[config.mk]
export PLATFORM = sky130hd
export DESIGN_NAME = lfu_cache_get_put_flat
export DESIGN_NICKNAME = d
export VERILOG_FILES = /design/src/design/lfu_pkg.sv /design/src/design/lfu_ifs.sv /design/src/design/lfu_ctrl.sv /design/src/design/lfu_dp.sv /design/src/design/lfu_cache_get_put.sv /design/src/flat_wrapper.sv
export VERILOG_INCLUDE_DIRS = /design/src /design/src/design
export SDC_FILE = /design/constraint.sdc
export NUM_CORES = 2
export LEC_CHECK = 0
export ABC_CLOCK_PERIOD_IN_PS = 36900
export BUFFER_PORTS_ARGS = -buffer_cell sky130_fd_sc_hd__buf_2
export CELL_PAD_IN_SITES_DETAIL_PLACEMENT = 0
export CELL_PAD_IN_SITES_GLOBAL_PLACEMENT = 1
export CORE_UTILIZATION = 45
export DETAILED_ROUTE_END_ITERATION = 10
export PLACE_DENSITY_LB_ADDON = 0.1
export SLEW_MARGIN = 5
export SYNTH_ARGS = -nofsm -noshare
export SYNTH_HDL_FRONTEND = slang
export SYNTH_SLANG_ARGS = --single-unit
[constraint.sdc]
create_clock -name clk -period 36.9 [get_ports clk]
set_input_delay 3.69 -clock clk [delete_from_list [all_inputs] [get_ports clk]]
set_output_delay 3.69 -clock clk [all_outputs]
set_load 0.01 [all_outputs]
[src/design/assert_macros.svh]
// Concurrent assertion helpers, compiled out for synthesis.
`ifndef ASSERT_MACROS_SVH
`define ASSERT_MACROS_SVH
`ifndef SYNTHESIS
// Property checked on every rising edge outside reset
`define ASSERT_CLKD(label, clk, rst, prop) \
  label: assert property (@(posedge clk) disable iff (rst) prop) \
    else $error("assertion failed");
// Same-cycle implication checked on every rising edge outside reset
`define ASSERT_IMPL(label, clk, rst, ante, cons) \
  label: assert property (@(posedge clk) disable iff (rst) (ante) |-> (cons)) \
    else $error("implication failed");
`else
`define ASSERT_CLKD(label, clk, rst, prop)
`define ASSERT_IMPL(label, clk, rst, ante, cons)
`endif
`endif

[src/design/lfu_pkg.sv]
package lfu_pkg;

  // Cache geometry
  localparam int ENTRIES = 16;
  localparam int IDX_W   = (ENTRIES > 1) ? $clog2(ENTRIES) : 1;
  localparam int CNT_W   = $clog2(ENTRIES + 1);

  // Field widths
  localparam int KEY_W   = 32;
  localparam int DATA_W  = 32;
  localparam int USES_W  = 32;
  localparam int STAMP_W = 64;
  localparam int CAP_W   = 5;

  localparam logic [CAP_W-1:0]  CAP_RESET = CAP_W'(16);
  localparam logic [USES_W-1:0] USES_MAX  = '1;
  localparam logic [IDX_W-1:0]  LAST_IDX  = IDX_W'(ENTRIES - 1);

  // Request kinds
  localparam logic OP_GET = 1'b0;
  localparam logic OP_PUT = 1'b1;

  // Controller to datapath
  typedef struct packed {
    logic             start;    // latch request, clear scan results
    logic             rd_en;    // read one entry of the tables
    logic [IDX_W-1:0] rd_addr;
    logic             commit;   // apply update and load the result register
  } lfu_cmd_t;

  // Datapath to controller
  typedef struct packed {
    logic out_free;             // result register can take a new result
  } lfu_status_t;

endpackage

[src/design/lfu_ifs.sv]
// Request channel: op, key, value
interface lfu_req_if import lfu_pkg::*; ();
  logic              valid;
  logic              ready;
  logic              op;
  logic [KEY_W-1:0]  key;
  logic [DATA_W-1:0] value;
  modport source (output valid, op, key, value, input ready);
  modport sink   (input valid, op, key, value, output ready);
endinterface

// Response channel: hit, read_value, evicted
interface lfu_rsp_if import lfu_pkg::*; ();
  logic              valid;
  logic              ready;
  logic              hit;
  logic [DATA_W-1:0] read_value;
  logic              evicted;
  modport source (output valid, hit, read_value, evicted, input ready);
  modport sink   (input valid, hit, read_value, evicted, output ready);
endinterface

// Capacity register write channel
interface lfu_cfg_if import lfu_pkg::*; ();
  logic             valid;
  logic             ready;
  logic [CAP_W-1:0] capacity_in_use;
  modport source (output valid, capacity_in_use, input ready);
  modport sink   (input valid, capacity_in_use, output ready);
endinterface

[src/design/lfu_ctrl.sv]
`include "assert_macros.svh"

module lfu_ctrl import lfu_pkg::*; (
  input  logic        clk,
  input  logic        rst,
  input  logic        in_valid,
  output logic        in_ready,
  input  lfu_status_t st,
  output lfu_cmd_t    cmd
);

  typedef enum logic [3:0] {
    S_IDLE   = 4'b0001,
    S_SCAN   = 4'b0010,
    S_DRAIN  = 4'b0100,
    S_COMMIT = 4'b1000
  } state_t;

  state_t           state, state_next;
  logic [IDX_W-1:0] cnt, cnt_next;

  // Next state and commands
  always_comb begin
    state_next  = state;
    cnt_next    = cnt;
    in_ready    = 1'b0;
    cmd         = '0;
    cmd.rd_addr = cnt;
    unique case (state)
      S_IDLE: begin
        in_ready  = 1'b1;
        cmd.start = in_valid;
        if (in_valid) begin
          state_next = S_SCAN;
          cnt_next   = '0;
        end
      end
      S_SCAN: begin
        cmd.rd_en = 1'b1;
        if (cnt == LAST_IDX) begin
          state_next = S_DRAIN;
        end else begin
          cnt_next = cnt + IDX_W'(1);
        end
      end
      // last entry is compared in this cycle
      S_DRAIN: begin
        state_next = S_COMMIT;
      end
      S_COMMIT: begin
        cmd.commit = st.out_free;
        if (st.out_free) begin
          state_next = S_IDLE;
        end
      end
      default: begin
        state_next = S_IDLE;
      end
    endcase
  end

  // State registers
  always_ff @(posedge clk) begin
    if (rst) begin
      state <= S_IDLE;
      cnt   <= '0;
    end else begin
      state <= state_next;
      cnt   <= cnt_next;
    end
  end

  // A scan always starts at entry 0 right after the transaction
  `ASSERT_CLKD(a_scan_starts, clk, rst, cmd.start |=> cmd.rd_en && (cmd.rd_addr == '0))
  // The last read is followed by the drain cycle, then the commit wait
  `ASSERT_CLKD(a_scan_ends, clk, rst, cmd.rd_en && (cmd.rd_addr == LAST_IDX) |=> !cmd.rd_en ##1 !cmd.rd_en)
  // After a commit the controller is ready for the next request
  `ASSERT_CLKD(a_commit_idle, clk, rst, cmd.commit |=> in_ready)

endmodule

[src/design/lfu_dp.sv]
`include "assert_macros.svh"

module lfu_dp import lfu_pkg::*; (
  input  logic              clk,
  input  logic              rst,
  input  lfu_cmd_t          cmd,
  output lfu_status_t       st,
  input  logic              in_op,
  input  logic [KEY_W-1:0]  in_key,
  input  logic [DATA_W-1:0] in_value,
  input  logic              cfg_we,
  input  logic [CAP_W-1:0]  cfg_cap,
  input  logic              out_ready,
  output logic              out_valid,
  output logic              out_hit,
  output logic [DATA_W-1:0] out_read_value,
  output logic              out_evicted
);

  // Entry tables
  logic [KEY_W-1:0]   mem_key   [ENTRIES];
  logic [DATA_W-1:0]  mem_data  [ENTRIES];
  logic [USES_W-1:0]  mem_uses  [ENTRIES];
  logic [STAMP_W-1:0] mem_stamp [ENTRIES];
  logic [ENTRIES-1:0] valid;

  logic [CAP_W-1:0]   cap;
  logic [STAMP_W-1:0] touch_clock;

  // Registered table read
  logic [KEY_W-1:0]   rd_key;
  logic [DATA_W-1:0]  rd_data;
  logic [USES_W-1:0]  rd_uses;
  logic [STAMP_W-1:0] rd_stamp;
  logic               cmp_en;
  logic [IDX_W-1:0]   cmp_idx;

  // Latched request and scan results
  logic               op_q;
  logic [KEY_W-1:0]   key_q;
  logic [DATA_W-1:0]  val_q;
  logic [CNT_W-1:0]   fill;
  logic               hit;
  logic [IDX_W-1:0]   found_idx;
  logic [DATA_W-1:0]  found_data;
  logic [USES_W-1:0]  found_uses;
  logic               have_free;
  logic [IDX_W-1:0]   free_idx;
  logic               any;
  logic [IDX_W-1:0]   vic_idx;
  logic [USES_W-1:0]  vic_uses;
  logic [STAMP_W-1:0] vic_stamp;

  // Commit decode
  logic [CNT_W-1:0]   cap_sat;
  logic               need_evict;
  logic               do_insert;
  logic [IDX_W-1:0]   wr_idx;
  logic [USES_W-1:0]  uses_inc;
  logic               wr_key_en;
  logic               wr_data_en;
  logic               wr_meta_en;
  logic [DATA_W-1:0]  wr_data;
  logic [USES_W-1:0]  wr_uses;

  always_comb begin
    cap_sat    = (int'(cap) > ENTRIES) ? CNT_W'(ENTRIES) : CNT_W'(cap);
    need_evict = (fill >= cap_sat);
    do_insert  = !hit && (op_q == OP_PUT) && (cap_sat != '0);
    wr_idx     = hit ? found_idx : (need_evict ? vic_idx : free_idx);
    uses_inc   = (found_uses == USES_MAX) ? found_uses : found_uses + USES_W'(1);
    wr_key_en  = cmd.commit && do_insert;
    wr_data_en = cmd.commit && (do_insert || (hit && (op_q == OP_PUT)));
    wr_meta_en = cmd.commit && (do_insert || hit);
    wr_data    = val_q;
    wr_uses    = hit ? uses_inc : USES_W'(1);
    st.out_free = !out_valid || out_ready;
  end

  // Table write and read ports
  always_ff @(posedge clk) begin
    if (wr_key_en) begin
      mem_key[wr_idx] <= key_q;
    end
    if (wr_data_en) begin
      mem_data[wr_idx] <= wr_data;
    end
    if (wr_meta_en) begin
      mem_uses[wr_idx]  <= wr_uses;
      mem_stamp[wr_idx] <= touch_clock;
    end
    if (cmd.rd_en) begin
      rd_key   <= mem_key[cmd.rd_addr];
      rd_data  <= mem_data[cmd.rd_addr];
      rd_uses  <= mem_uses[cmd.rd_addr];
      rd_stamp <= mem_stamp[cmd.rd_addr];
      cmp_idx  <= cmd.rd_addr;
    end
  end

  // Valid bits, capacity, touch clock, compare strobe
  always_ff @(posedge clk) begin
    if (rst) begin
      valid       <= '0;
      cap         <= CAP_RESET;
      touch_clock <= '0;
      cmp_en      <= 1'b0;
    end else begin
      cmp_en <= cmd.rd_en;
      if (cfg_we) begin
        cap <= cfg_cap;
      end
      if (wr_key_en) begin
        valid[wr_idx] <= 1'b1;
      end
      if (wr_meta_en) begin
        touch_clock <= touch_clock + STAMP_W'(1);
      end
    end
  end

  // Scan step: one entry per cycle
  always_ff @(posedge clk) begin
    if (rst) begin
      fill      <= '0;
      hit       <= 1'b0;
      have_free <= 1'b0;
      any       <= 1'b0;
    end else if (cmd.start) begin
      op_q      <= in_op;
      key_q     <= in_key;
      val_q     <= in_value;
      fill      <= '0;
      hit       <= 1'b0;
      have_free <= 1'b0;
      any       <= 1'b0;
    end else if (cmp_en) begin
      if (valid[cmp_idx]) begin
        fill <= fill + CNT_W'(1);
        if (!hit && (rd_key == key_q)) begin
          hit        <= 1'b1;
          found_idx  <= cmp_idx;
          found_data <= rd_data;
          found_uses <= rd_uses;
        end
        // lowest count, then oldest stamp
        if (!any || ({rd_uses, rd_stamp} < {vic_uses, vic_stamp})) begin
          any       <= 1'b1;
          vic_idx   <= cmp_idx;
          vic_uses  <= rd_uses;
          vic_stamp <= rd_stamp;
        end
      end else if (!have_free) begin
        have_free <= 1'b1;
        free_idx  <= cmp_idx;
      end
    end
  end

  // Result register
  always_ff @(posedge clk) begin
    if (rst) begin
      out_valid <= 1'b0;
    end else if (cmd.commit) begin
      out_valid <= 1'b1;
    end else if (out_ready) begin
      out_valid <= 1'b0;
    end
  end

  always_ff @(posedge clk) begin
    if (cmd.commit) begin
      out_hit        <= hit;
      out_read_value <= (hit && (op_q == OP_GET)) ? found_data : '0;
      out_evicted    <= do_insert && need_evict;
    end
  end

  // A commit always presents a result in the next cycle
  `ASSERT_CLKD(a_commit_result, clk, rst, cmd.commit |=> out_valid)
  // Read data only ever comes from a hit
  `ASSERT_IMPL(a_read_needs_hit, clk, rst, out_valid && (out_read_value != '0), out_hit)
  // A hit never evicts
  `ASSERT_IMPL(a_hit_no_evict, clk, rst, out_valid && out_hit, !out_evicted)
  // An eviction needs a victim found by the scan
  `ASSERT_IMPL(a_evict_victim, clk, rst, wr_key_en && need_evict, any)

endmodule

[src/design/lfu_cache_get_put.sv]
// LFU key-value cache, 16 entries, least recently touched breaks count ties.
// Channels (valid/ready, a transaction completes when both are high):
//   req: op (0 get, 1 put), 32-bit key, 32-bit value.
//   rsp: hit, read_value (value on a get hit, else 0), evicted.
//   cfg: capacity_in_use, always ready; write it only while no request is
//        in flight and the response channel is empty.
// Each request is processed alone: the transaction is taken, the table
// scan reads every entry in turn through the single table read port, the
// last entry is compared, and the commit step applies the update and
// loads the response register. A new request is taken only after the
// previous one has committed.
// The response register decouples the sides: the next request is taken
// while a response waits; if the receiver stalls, the new request finishes
// its scan and holds at commit until the response register frees.
// Reset (synchronous, active high): all entries invalid, touch clock zero,
// capacity 16, no response pending. No clearing pass is needed.
module lfu_cache_get_put import lfu_pkg::*; (
  input  logic clk,
  input  logic rst,
  lfu_req_if.sink   req,
  lfu_rsp_if.source rsp,
  lfu_cfg_if.sink   cfg
);

  lfu_cmd_t    cmd;
  lfu_status_t st;

  assign cfg.ready = 1'b1;

  // Sequencer
  lfu_ctrl u_ctrl (
    .clk      (clk),
    .rst      (rst),
    .in_valid (req.valid),
    .in_ready (req.ready),
    .st       (st),
    .cmd      (cmd)
  );

  // Tables, scan logic, response register
  lfu_dp u_dp (
    .clk            (clk),
    .rst            (rst),
    .cmd            (cmd),
    .st             (st),
    .in_op          (req.op),
    .in_key         (req.key),
    .in_value       (req.value),
    .cfg_we         (cfg.valid),
    .cfg_cap        (cfg.capacity_in_use),
    .out_ready      (rsp.ready),
    .out_valid      (rsp.valid),
    .out_hit        (rsp.hit),
    .out_read_value (rsp.read_value),
    .out_evicted    (rsp.evicted)
  );

endmodule

[src/flat_wrapper.sv]
// flat-port wrapper written by rule: the top's interface ports become plain ports
module lfu_cache_get_put_flat import lfu_pkg::*;
  (clk, rst, req_valid, req_op, req_key, req_value, req_ready, rsp_valid, rsp_hit, rsp_read_value, rsp_evicted, rsp_ready, cfg_valid, cfg_capacity_in_use, cfg_ready);
  lfu_req_if req_i ();
  lfu_rsp_if rsp_i ();
  lfu_cfg_if cfg_i ();
  input  logic clk;
  input  logic rst;
  input wire logic [$bits(req_i.valid)-1:0] req_valid;
  input wire logic [$bits(req_i.op)-1:0] req_op;
  input wire logic [$bits(req_i.key)-1:0] req_key;
  input wire logic [$bits(req_i.value)-1:0] req_value;
  output wire logic [$bits(req_i.ready)-1:0] req_ready;
  output wire logic [$bits(rsp_i.valid)-1:0] rsp_valid;
  output wire logic [$bits(rsp_i.hit)-1:0] rsp_hit;
  output wire logic [$bits(rsp_i.read_value)-1:0] rsp_read_value;
  output wire logic [$bits(rsp_i.evicted)-1:0] rsp_evicted;
  input wire logic [$bits(rsp_i.ready)-1:0] rsp_ready;
  input wire logic [$bits(cfg_i.valid)-1:0] cfg_valid;
  input wire logic [$bits(cfg_i.capacity_in_use)-1:0] cfg_capacity_in_use;
  output wire logic [$bits(cfg_i.ready)-1:0] cfg_ready;
  assign req_i.valid = req_valid;
  assign req_i.op = req_op;
  assign req_i.key = req_key;
  assign req_i.value = req_value;
  assign req_ready = req_i.ready;
  assign rsp_valid = rsp_i.valid;
  assign rsp_hit = rsp_i.hit;
  assign rsp_read_value = rsp_i.read_value;
  assign rsp_evicted = rsp_i.evicted;
  assign rsp_i.ready = rsp_ready;
  assign cfg_i.valid = cfg_valid;
  assign cfg_i.capacity_in_use = cfg_capacity_in_use;
  assign cfg_ready = cfg_i.ready;
  lfu_cache_get_put u_core (.clk(clk), .rst(rst), .req(req_i), .rsp(rsp_i), .cfg(cfg_i));
endmodule
==> results.yml <==
timing:
  worstMarginPinSlew_ps: 1380
  setup_viol: 0
  min_period_over_period: 0.208
  clock_skew_ps: 77.7
  setup_tns_ps: 0
  slew_headroom: 0.0739
  max_freq_ghz: 0.130
  period_minus_slack_ps: 7670
  finalMaxSlewViolations: 0
  hold_violations: 0
  rsz0062_at_grt: "no"
setup_path:
  crit_slowest_cell: "nor2_4"
  crit_fanout: 46
  r2r_slack_ps: 31090
  rr_worst_depth: 9
  path_buf_inv: 3
  required_ps: 37360
  r2r-end: "u_core.u_dp.rd_data[8]$_DFFE_PP_"
  endpoint_kind: "flop"
  critPathKind: "in -> reg"
  crit_path_frequent_cell: "buf_4"
  cpLargestDelayFamily: "simple AND/OR/NAND/NOR gates"
  cpPeakStageDelay_ps: 940
  worstPathCellList: "buf_2, nand2b_1, nand2_1, a21oi_1, nand3_1, nor2_4, buf_4, buf_4"
  endpoint: "u_core.u_dp.mem_stamp[8][60]$_DFFE_PP_"
  path_depth: 8
  critPathLaunch: "rsp_ready"
  cp-start-kind: "input port"
  r2r_start: "u_core.u_ctrl.cnt[0]$_SDFFE_PP0P_"
  worstPathArrival_ps: 8130
synthesis:
  synthCells: 5204
  synth_edf_count: 2995
  ys.flop_type: "edfxtp_1"
  synth-async-reset-ratio: 0
  synth_area_um2: 118000
  avgSynthCellArea_um2: 22.6
  seq_area_frac_synth: 0.782
  synth_seq_cells: 3098
  ys.warnings.count: 0
  synth.distinct_cells: 59
  synthesis.nets: 5383
clock_network:
  cts_root_buffer: "clkbuf_16"
  ctsHtreeMaxLevel: 5
  cts.sinks: 3098
  insertion_delay_ps: 880
  cts_resized: 0
  cts_buffers: 331
  path_clk_slew_ps: 60
  cts_tree: "done"
  post_cts_buffers: 0
  holdBufCountCts: 0
  cts_max_path_buffers: 4
routing:
  drt-initial-drc-count: 4857
  remaining_drc_errors: 0
  wl_per_cell_um: 29.5
  first_pass_iters: 7
  vias_per_cell: 5.72
  ant_nets: 0
  wirelength_mm: 272
  vias: 52600
floorplan:
  io_pins: 112
  die_area_um2: 263000
  start_util: 0.453
  core_um2: 260000
  row_count: 187
  die_h_um: 513
  die_w_um: 513
global_routing:
  grt_max_degree: 129
  grt_overflow_total: 0
  antenna_found_initial: 8
  grt_first_pass_wirelength_mm: 395
  grt_pass1_vias: 55200
  grt_usage: 0.207
place:
  dp_hpwl_mm: 150
  place_congestion: 0.746
  port-buffer-count: 110
status:
  outcome: "finished clean"
final_layout:
  fill_cells: 20300
  drive_gt1_frac: 0.267
  fin_nets: 5734
  utilization: 0.513
  syn_to_final_growth_pct: 13.4
pwr:
  power_density_nw_per_um2: 54.5
  power.leakage_nw: 40.4
  ir_drop_mv: 0.0454
run:
  maxCapViolCount: 0
worst_hold_path:
  hold_class: "reg -> reg"
==> worst min path at each step <==
| stage | start | endpoint | slack, ps | cells after the start |
|---|---|---|---|---|
| floorplan | u_core.u_dp.rd_data[0]$_DFFE_PP_ | u_core.u_dp.found_data[0]$_DFFE_PP_ | 400 | 0 |
| global placement | u_core.u_dp.rd_data[26]$_DFFE_PP_ | u_core.u_dp.found_data[26]$_DFFE_PP_ | 400 | 0 |
| detailed placement | u_core.u_dp.rd_data[10]$_DFFE_PP_ | u_core.u_dp.found_data[10]$_DFFE_PP_ | 400 | 0 |
| CTS | u_core.u_dp.rd_data[26]$_DFFE_PP_ | u_core.u_dp.found_data[26]$_DFFE_PP_ | 420 | 0 |
| global route | u_core.u_dp.rd_data[22]$_DFFE_PP_ | u_core.u_dp.found_data[22]$_DFFE_PP_ | 420 | 0 |
| finish | u_core.u_dp.rd_data[26]$_DFFE_PP_ | u_core.u_dp.found_data[26]$_DFFE_PP_ | 420 | 0 |
==> report_power, final <==
part,total [mW],switching (mW),internal (mW)
sequential,3.91,0.0386,3.87
clock,3.18,1.32,1.85
combinational,0.186,0.104,0.0822
==> flip-flops by register name (all words and copies together) (netlist names), 64 cells and up <==
| signal | cells |
|---|---|
| u_core.u_dp.mem_data | 512 |
| u_core.u_dp.mem_key | 512 |
| u_core.u_dp.touch_clock | 64 |
| u_core.u_dp.mem_stamp | 1024 |
| u_core.u_dp.vic_stamp | 64 |
| u_core.u_dp.mem_uses | 512 |
| u_core.u_dp.rd_stamp | 64 |
==> layer usage <==
layer | wire length (µm) | track usage | vias up
li1 | - | - | 22500
met4 | 5770 | 0.0466 | 0
met3 | 11500 | 0.0264 | 367
met5 | 0 | 0 | -
met1 | 119000 | 0.291 | 28600
met2 | 136000 | 0.347 | 1238
==> worst register-to-register path, delay by kind of cell (launching register included) <==
family                 cells  cell delay [ps]
buffers and inverters      5             3490
multiplexers               1              750
flip-flops                 1              720
AO/OA/AOI/OAI              2              400
AND/OR/NAND/NOR            1              150
==> layout make-up <==
type / count / area (µm²) / area share
flip-flops and latches: 3098 / 92000 / 0.690
well taps: 3402 / 4260 / 0.0319
repair buffers: 237 / 1590 / 0.0120
inverters: 120 / 458 / 0.00343
diodes: 2 / 5.00 / 0.0000375
clock inverters: 156 / 1350 / 0.0102
clock buffers: 423 / 8930 / 0.0670
multi-input cells: 1767 / 24700 / 0.185
==> synthesized netlist by cell type (all sizes together), types with 29 or more instances <==
cell	count	area share
nor2b	30	0.0016
edfxtp	2995	0.76
nor3	31	0.0013
inv	120	0.0038
mux4	780	0.15
mux2i	36	0.0031
a211oi	29	0.0019
xor2	64	0.0048
nand4	41	0.0025
buf	66	0.0024
ha	104	0.011
clkbuf	153	0.0049
nand2	76	0.0024
and2	40	0.0021
o21ai	37	0.0016
xnor2	53	0.0039
nor2	166	0.0053
nand3	48	0.0021
a21oi	76	0.0032
dfxtp	103	0.018
==> cell families after synthesis <==
logic type | Yosys count | share of synthesized area
fa+ha+maj | 104 | 0.0111
mux | 818 | 0.153
simple gates | 521 | 0.0230
compound gates | 206 | 0.0113
xor+xnor | 117 | 0.00871
flops | 3098 | 0.782
buf+inv | 339 | 0.0111
other cells | 1 | 0.0000319
==> metrics by stage <==
stage | total power [mW] | cells | instance area [µm²] | hold slack (ps) | worst slack (ps)
global route | 7.48 | 9205 | 133000 | 422 | 29020
global placement | 4.17 | 8624 | 123000 | 403 | 28360
floorplan | 4.09 | 5204 | 118000 | 400 | 22660
CTS | 7.35 | 9203 | 133000 | 416 | 29120
finish | 7.27 | 9205 | 133000 | 415 | 29230
detailed placement | 4.17 | 8624 | 123000 | 405 | 28220
==> cell usage in the layout, fill, tap and decap left out, types with 21 or more instances in the layout <==
cell / count
inv_1: 117
a21o_1: 23
a21oi_1: 76
bufinv_16: 21
nand3_1: 47
nor2_4: 44
nor2b_1: 30
ha_1: 104
dfxtp_1: 99
o21ai_0: 34
nand4_1: 38
nor3_1: 28
and2_1: 40
xnor2_1: 53
mux4_2: 780
a211oi_1: 29
clkinv_2: 51
clkbuf_1: 72
edfxtp_1: 2995
mux2i_1: 35
clkinv_1: 64
buf_4: 121
nand2_1: 76
buf_2: 109
nor2_1: 120
clkbuf_16: 340
xor2_1: 64
Power figures use the tool's default switching activity.
